--- config.mk ---
export PLATFORM = sky130hd
export DESIGN_NAME = sorted_min_priority_queue
export DESIGN_NICKNAME = d
export VERILOG_FILES = /design/src/rtl/core/sq_pkg.sv /design/src/rtl/core/sorted_min_priority_queue.sv /design/src/rtl/core/sq_cell.sv
export SDC_FILE = /design/constraint.sdc
export NUM_CORES = 2
export LEC_CHECK = 0
export BUFFER_PORTS_ARGS = -buffer_cell sky130_fd_sc_hd__buf_4
export CORE_MARGIN = 3
export CORE_UTILIZATION = 25
export CTS_CLUSTER_DIAMETER = 100
export DETAILED_ROUTE_END_ITERATION = 8
export GPL_TIMING_DRIVEN = 0
export SYNTH_ARGS = -nofsm -noshare
export SYNTH_HDL_FRONTEND = slang
export SYNTH_SLANG_ARGS = --single-unit
export TNS_END_PERCENT = 10
--- constraint.sdc ---
create_clock -name clk -period 15.2 [get_ports clk]
set_input_delay 3.04 -clock clk [delete_from_list [all_inputs] [get_ports clk]]
set_output_delay 3.04 -clock clk [all_outputs]
set_load 0.01 [all_outputs]
--- src/rtl/core/sq_pkg.sv ---
package sq_pkg;

	// Number of cells in the queue.
	localparam int DEPTH = 16;

	localparam int VALUE_W = 32;

	// Internal occupancy counter must hold DEPTH itself.
	localparam int CNT_W = $clog2(DEPTH + 1);

	// Width of the count field in a result.
	localparam int COUNT_W = 5;

	// Result packing on the master side.
	localparam int OUT_DATA_W = 72;
	localparam int OUT_USER_W = 4;

	typedef enum logic [1:0] {
		ST_OK    = 2'd0,
		ST_FULL  = 2'd1,
		ST_EMPTY = 2'd2
	} status_t;

	// Operation broadcast to every cell in the same cycle.
	typedef enum logic [1:0] {
		OP_NONE = 2'd0,
		OP_INS  = 2'd1,
		OP_REM  = 2'd2
	} op_t;

	typedef struct packed {
		op_t                op;
		logic [VALUE_W-1:0] value;
	} cmd_t;

	// What one cell shows to its neighbors.
	typedef struct packed {
		logic [VALUE_W-1:0] value;
		logic               valid;
		logic               less;
	} nbr_t;

endpackage

--- src/rtl/core/sorted_min_priority_queue.sv ---
// Channel   Direction  tdata                    tuser
// s_axis    in         value[31:0]              req_type[0]
// m_axis    out        removed_value[31:0],     removed_valid[0], status[2:1],
//                      head_value[63:32],       head_valid[3]
//                      count[68:64]
//
// One transaction is taken per clock cycle unless the master side stalls. Every cell
// compares its entry with the broadcast value and looks only at its immediate neighbors,
// so an insert or a remove completes across the whole row in the cycle it is accepted.
// The result appears on the master side the cycle after acceptance, from a result register.
// Reset clears the cell valid bits and the count; stored values are not reset.
// A stall on the master side holds the result; a new request is taken while the
// result is being taken in the same cycle.
module sorted_min_priority_queue (
	input  logic                          clk,
	input  logic                          arst_n,
	input  logic                          s_tvalid,
	output logic                          s_tready,
	// value[31:0]
	input  logic [sq_pkg::VALUE_W-1:0]    s_tdata,
	// req_type[0]
	input  logic                          s_tuser,
	output logic                          m_tvalid,
	input  logic                          m_tready,
	// removed_value[31:0], head_value[63:32], count[68:64], zero fill above
	output logic [sq_pkg::OUT_DATA_W-1:0] m_tdata,
	// removed_valid[0], status[2:1], head_valid[3]
	output logic [sq_pkg::OUT_USER_W-1:0] m_tuser
);

	localparam int D = sq_pkg::DEPTH;
	localparam int W = sq_pkg::VALUE_W;
	localparam int CW = sq_pkg::CNT_W;

	logic                accept;
	logic                full;
	logic                empty;
	sq_pkg::cmd_t        cmd;
	sq_pkg::status_t     status;
	logic [CW-1:0]       count_q;
	logic [CW-1:0]       count_nxt;
	logic [W-1:0]        removed_value;
	logic                removed_valid;
	logic [W-1:0]        head_value;

	sq_pkg::nbr_t        cell_out [D];
	logic [W-1:0]        cell_nxt [D];
	logic [D-1:0]        valid_vec;

	// Result register.
	logic                out_valid_q;
	logic [W-1:0]        removed_value_q;
	logic                removed_valid_q;
	sq_pkg::status_t     status_q;
	logic [W-1:0]        head_value_q;
	logic                head_valid_q;
	logic [sq_pkg::COUNT_W-1:0] count_out_q;

	// The result register frees up whenever its contents are being taken.
	assign s_tready = !out_valid_q || m_tready;
	assign accept   = s_tvalid && s_tready;

	assign full  = (count_q == CW'(D));
	assign empty = (count_q == '0);

	// Decide the operation for the row. Dropped requests leave the cells alone.
	always_comb begin
		cmd.value     = s_tdata;
		cmd.op        = sq_pkg::OP_NONE;
		status        = sq_pkg::ST_OK;
		count_nxt     = count_q;
		removed_value = '0;
		removed_valid = 1'b0;
		if (accept) begin
			if (!s_tuser) begin
				if (full) begin
					status = sq_pkg::ST_FULL;
				end else begin
					cmd.op    = sq_pkg::OP_INS;
					count_nxt = CW'(count_q + CW'(1));
				end
			end else begin
				if (empty) begin
					status = sq_pkg::ST_EMPTY;
				end else begin
					cmd.op        = sq_pkg::OP_REM;
					count_nxt     = CW'(count_q - CW'(1));
					removed_value = cell_out[0].value;
					removed_valid = 1'b1;
				end
			end
		end
	end

	// The head after this request is what cell 0 loads at this edge.
	assign head_value = (count_nxt != '0) ? cell_nxt[0] : '0;

	genvar gi;
	generate
		for (gi = 0; gi < D; gi++) begin : g_cell
			sq_pkg::nbr_t left_n;
			sq_pkg::nbr_t right_n;

			if (gi == 0) begin : g_first
				// Nothing sits ahead of the first cell, so an insert lands here
				// unless this cell keeps its own entry.
				assign left_n = '{value: '0, valid: 1'b1, less: 1'b1};
			end else begin : g_mid
				assign left_n = cell_out[gi-1];
			end

			if (gi == D - 1) begin : g_last
				assign right_n = '{value: '0, valid: 1'b0, less: 1'b0};
			end else begin : g_rest
				assign right_n = cell_out[gi+1];
			end

			sq_cell u_cell (
				.clk       (clk),
				.arst_n    (arst_n),
				.cmd       (cmd),
				.left      (left_n),
				.right     (right_n),
				.own       (cell_out[gi]),
				.nxt_value (cell_nxt[gi])
			);

			assign valid_vec[gi] = cell_out[gi].valid;
		end
	endgenerate

	always_ff @(posedge clk or negedge arst_n) begin
		if (!arst_n) begin
			count_q     <= '0;
			out_valid_q <= 1'b0;
		end else begin
			count_q <= count_nxt;
			if (accept) begin
				out_valid_q <= 1'b1;
			end else if (m_tready) begin
				out_valid_q <= 1'b0;
			end
		end
	end

	always_ff @(posedge clk) begin
		if (accept) begin
			removed_value_q <= removed_value;
			removed_valid_q <= removed_valid;
			status_q        <= status;
			head_value_q    <= head_value;
			head_valid_q    <= (count_nxt != '0);
			count_out_q     <= sq_pkg::COUNT_W'(count_nxt);
		end
	end

	assign m_tvalid = out_valid_q;
	assign m_tdata  = {3'b000, count_out_q, head_value_q, removed_value_q};
	assign m_tuser  = {head_valid_q, status_q, removed_valid_q};

	// The count never exceeds the number of cells.
	a_count_range: assert property (@(posedge clk) disable iff (!arst_n)
		count_q <= CW'(D))
		else $error("queue count above depth");

	// Occupied cells always match the count.
	a_valid_count: assert property (@(posedge clk) disable iff (!arst_n)
		$countones(valid_vec) == 32'(count_q))
		else $error("cell valid bits disagree with count");

	// A remove of a stored entry lowers the count by one.
	a_remove_count: assert property (@(posedge clk) disable iff (!arst_n)
		cmd.op == sq_pkg::OP_REM |=> count_q == CW'($past(count_q) - CW'(1)))
		else $error("count not lowered by remove");

	// A reported removal always comes with an ok status.
	a_removed_ok: assert property (@(posedge clk) disable iff (!arst_n)
		out_valid_q && removed_valid_q |-> status_q == sq_pkg::ST_OK)
		else $error("removal reported with error status");

endmodule

--- src/rtl/core/sq_cell.sv ---
module sq_cell (
	input  logic              clk,
	input  logic              arst_n,
	input  sq_pkg::cmd_t      cmd,
	input  sq_pkg::nbr_t      left,
	input  sq_pkg::nbr_t      right,
	output sq_pkg::nbr_t      own,
	output logic [sq_pkg::VALUE_W-1:0] nxt_value
);

	logic [sq_pkg::VALUE_W-1:0] value_q;
	logic                       valid_q;
	logic                       nxt_valid;
	logic                       less;

	// A stored entry strictly below the new value stays where it is.
	assign less = valid_q && ($signed(value_q) < $signed(cmd.value));

	always_comb begin
		nxt_value = value_q;
		nxt_valid = valid_q;
		unique case (cmd.op)
			sq_pkg::OP_INS: begin
				if (less) begin
					nxt_value = value_q;
					nxt_valid = valid_q;
				end else if (left.less) begin
					nxt_value = cmd.value;
					nxt_valid = 1'b1;
				end else begin
					nxt_value = left.value;
					nxt_valid = left.valid;
				end
			end
			sq_pkg::OP_REM: begin
				nxt_value = right.value;
				nxt_valid = right.valid;
			end
			default: begin
				nxt_value = value_q;
				nxt_valid = valid_q;
			end
		endcase
	end

	always_ff @(posedge clk or negedge arst_n) begin
		if (!arst_n) begin
			valid_q <= 1'b0;
		end else begin
			valid_q <= nxt_valid;
		end
	end

	always_ff @(posedge clk) begin
		value_q <= nxt_value;
	end

	assign own = '{value: value_q, valid: valid_q, less: less};

endmodule
==> results_dict.tcl <==
set metrics [dict create \
    powerDensity_nw_per_um2 141 \
    ys_seq_area_share_pct 43.4 \
    postRouteAntennaNets 0 \
    p_leak_nw 18.0 \
    cts_root_buf "clkbuf_16" \
    critPathMaxFanout 77 \
    start_kind "input pin" \
    end_kind "flip-flop" \
    htreeDepth 3 \
    grt_pass1_wl_mm 209 \
    yosys_register_bits 607 \
    synth_warnings 0 \
    fin_nets 4383 \
    slowest_stage "clkbuf_1" \
    critPathMostFrequentCell "clkbuf_1" \
    crit_chain "buf_4, nand2b_1, nand2_1, inv_4, nand2_4, inv_2, ha_1, clkbuf_1, clkbuf_1, clkbuf_1, clkbuf_1, clkbuf_1, nand2_1, o21ai_1" \
    vias 33108 \
    hold_buffers 0 \
    cts_resized 0 \
    gp_congestion 0.918 \
    start_util_pct 25.2 \
    ys_async_sr_fraction_pct 3.62 \
    mostFrequentLayoutCells "edfxtp_1 (553), ha_1 (500), a221o_1 (256), nor3b_1 (255), o21ai_0 (213)" \
    required_ns 15.69 \
    worstSetupPathType "input pin to flip-flop" \
    cp_top_family "buffers and inverters" \
    port_buffers 111 \
    drc 0 \
    avgSynthCellArea_um2 11.3 \
    stdcell_area_um2 47400 \
    r2r-end "g_cell[6].u_cell.value_q[25]" \
    fin_crit_sh_pct 53.1 \
    period_needed_ns 8.07 \
    path_clk_slew_ns 0.06 \
    fmax_ghz 0.124 \
    overflow 0 \
    slowest_delay_ns 1.08 \
    synth_area_um2 41000 \
    hold_viol 0 \
    failed_checks "capacitance limit, slew limit" \
    core_area_um2 163000 \
    synthFlopType "edfxtp_1" \
    ff2ff_setup_slack_ns 9.24 \
    cts_num_sinks 607 \
    grt_max_degree 78 \
    first_iter_violations 3618 \
    dieArea_um2 169000 \
    hold_end "m_tvalid" \
    row_count 148 \
    arrival_ns 8.55 \
    worstHoldPathType "flip-flop to flip-flop" \
    clock_latency_ns 0.64 \
    reg2regPathDepth 14 \
    dpl.hpwl_mm 117 \
    maxSlewHeadroom_pct -2.79 \
    post-route-util_pct 29.1 \
    layout-drive-gt1-share_pct 9.83 \
    tightest_slew_ns 1.54 \
    flow.area_growth_from_synthesis_pct 15.6 \
    grt_pass1_vias 32214 \
    routedWlPerCell_um 23.5 \
    status "complete, but fails checks" \
    grt_usage_pct 16.3 \
    setup_viol 0 \
    synth_edf_count 553 \
    cts_tree "done" \
    syn_inst 3644 \
    routed_wl_mm 143 \
    path_buf_inv 8 \
    numCtsBuffers 71 \
    fin_setup_tns_ns 0 \
    placed_cell_area_um2 45200 \
    r2r-start "count_q[1]" \
    holdCritStartpoint "m_tvalid" \
    min_path_cells 2 \
    avgViaCountPerCell 5.44 \
    grt_antenna_before_repair 3 \
    synth_cell_types 85 \
    clockBufferDepth 3 \
    dieWidth_um 411 \
    io_pins 115 \
    maxCapViolCount 1 \
    postCtsSetupBuffers 0 \
    finalClockSkew_ns 0.0211 \
    final_common_cell "edfxtp_1" \
    maxSlewViolCount 11 \
    die_h_um 411 \
    irDropWorstVdd_v 0.0000975 \
    firstDrtPassIters 8 \
    rsz0062_at_grt "false" \
]
==> worst max-delay path by stage <==
| stage | start | to | slack (ns) | cells past startpoint |
|---|---|---|---|---|
| 2_1_floorplan | m_tready | g_cell[15].u_cell.value_q[0] | 6.37 | 11 |
| 3_3_place_gp | m_tready | g_cell[15].u_cell.value_q[0] | 3.32 | 12 |
| 3_5_place_dp | m_tready | g_cell[15].u_cell.value_q[0] | 6.63 | 13 |
| 4_1_cts | m_tready | g_cell[15].u_cell.value_q[0] | 7.30 | 13 |
| 5_1_grt | m_tready | g_cell[6].u_cell.value_q[25] | 6.95 | 14 |
| 6_report | m_tready | g_cell[6].u_cell.value_q[25] | 7.13 | 14 |
==> tightest hold or removal path, delay by kind of cell, from the launching register on <==
family        cells  cell delay, ns
simple gates      2            0.17
flops             1            0.34
==> registers in the layout, summed over array words and instances, names as in the netlist, 2 cells and up <==
name / flops
count_out_q: 5
count_q: 5
g_cell.u_cell.valid_q: 16
g_cell.u_cell.value_q: 512
head_value_q: 32
removed_value_q: 32
status_q: 2
==> area by class of cell <==
cell class | count | area (um^2)
antenna | 2 | 5.00
buffer | 246 | 1190
clock buffer | 106 | 2050
clock inverter | 26 | 216
fill | 16814 | 116000
inverter | 85 | 322
multi-input combinational | 2708 | 21900
sequential | 607 | 17800
tap | 2175 | 2720
timing repair buffer | 127 | 1210
==> through the flow <==
step,total power [mW],hold WS (ns),std cells,worst slack [ns]
after floorplan,4.15,0.479,3646,6.37
after global placement,4.84,0.518,5932,3.32
after detailed placement,4.95,0.539,5948,6.63
after CTS,6.67,0.555,6080,7.30
after global routing,7.03,0.569,6080,6.95
final,6.69,0.547,6082,7.13
==> cell usage after synthesis, drive strengths merged, types with 6 or more instances <==
cell type / instances / area, um^2
inv: 85 / 319
o31a: 6 / 52.6
nor3b: 255 / 1910
dfxtp: 32 / 641
a21o: 133 / 998
o21a: 11 / 82.6
o21ai: 288 / 1450
ha: 500 / 6260
dfrtp: 22 / 551
a31oi: 15 / 93.8
a311o: 30 / 300
mux2i: 142 / 1430
nor2b: 15 / 93.8
a221o: 256 / 2560
nand3: 18 / 90.1
and4: 14 / 123
a2111oi: 7 / 80.1
buf: 84 / 583
nor3: 10 / 61.3
a22o: 30 / 263
a22oi: 10 / 75.1
or3: 6 / 42.5
nor4: 38 / 244
a31o: 7 / 61.3
edfxtp: 553 / 16600
a221oi: 41 / 564
o31ai: 10 / 75.1
o211ai: 16 / 120
a211oi: 24 / 190
nand4: 73 / 457
a21oi: 152 / 795
o221ai: 7 / 61.3
clkbuf: 162 / 608
a211o: 11 / 96.3
nor2: 172 / 653
a32oi: 62 / 543
nand2b: 31 / 194
and2: 69 / 432
nand2: 183 / 694
==> cell families (layout without fill, tap and decap cells) <==
logic type | count (synthesis) | in the layout | synth area share [%]
xor+xnor | 1 | 1 | 0.0214
buf+inv | 331 | 590 | 3.68
other cells | 1 | 5 | 0.00914
compound gates | 1154 | 1154 | 21.5
mux | 144 | 144 | 3.55
flops | 607 | 607 | 43.4
simple gates | 906 | 906 | 12.6
fa+ha+maj | 500 | 500 | 15.2
==> where the power goes <==
part	total, mW	internal, mW	switching, mW
Clock	1.73	0.989	0.741
Sequential	2.64	2.32	0.321
Combinational	2.32	0.982	1.34
Total	6.69	4.29	2.40
==> layer usage <==
layer,global-route usage [%],wire [um],vias up
li1,-,-,15138
met1,22.2,61500,16207
met2,25.6,62900,1506
met3,2.45,11600,257
met4,7.20,6980,0
met5,0,0,-
Note: power is estimated with default switching activity, not from simulation.
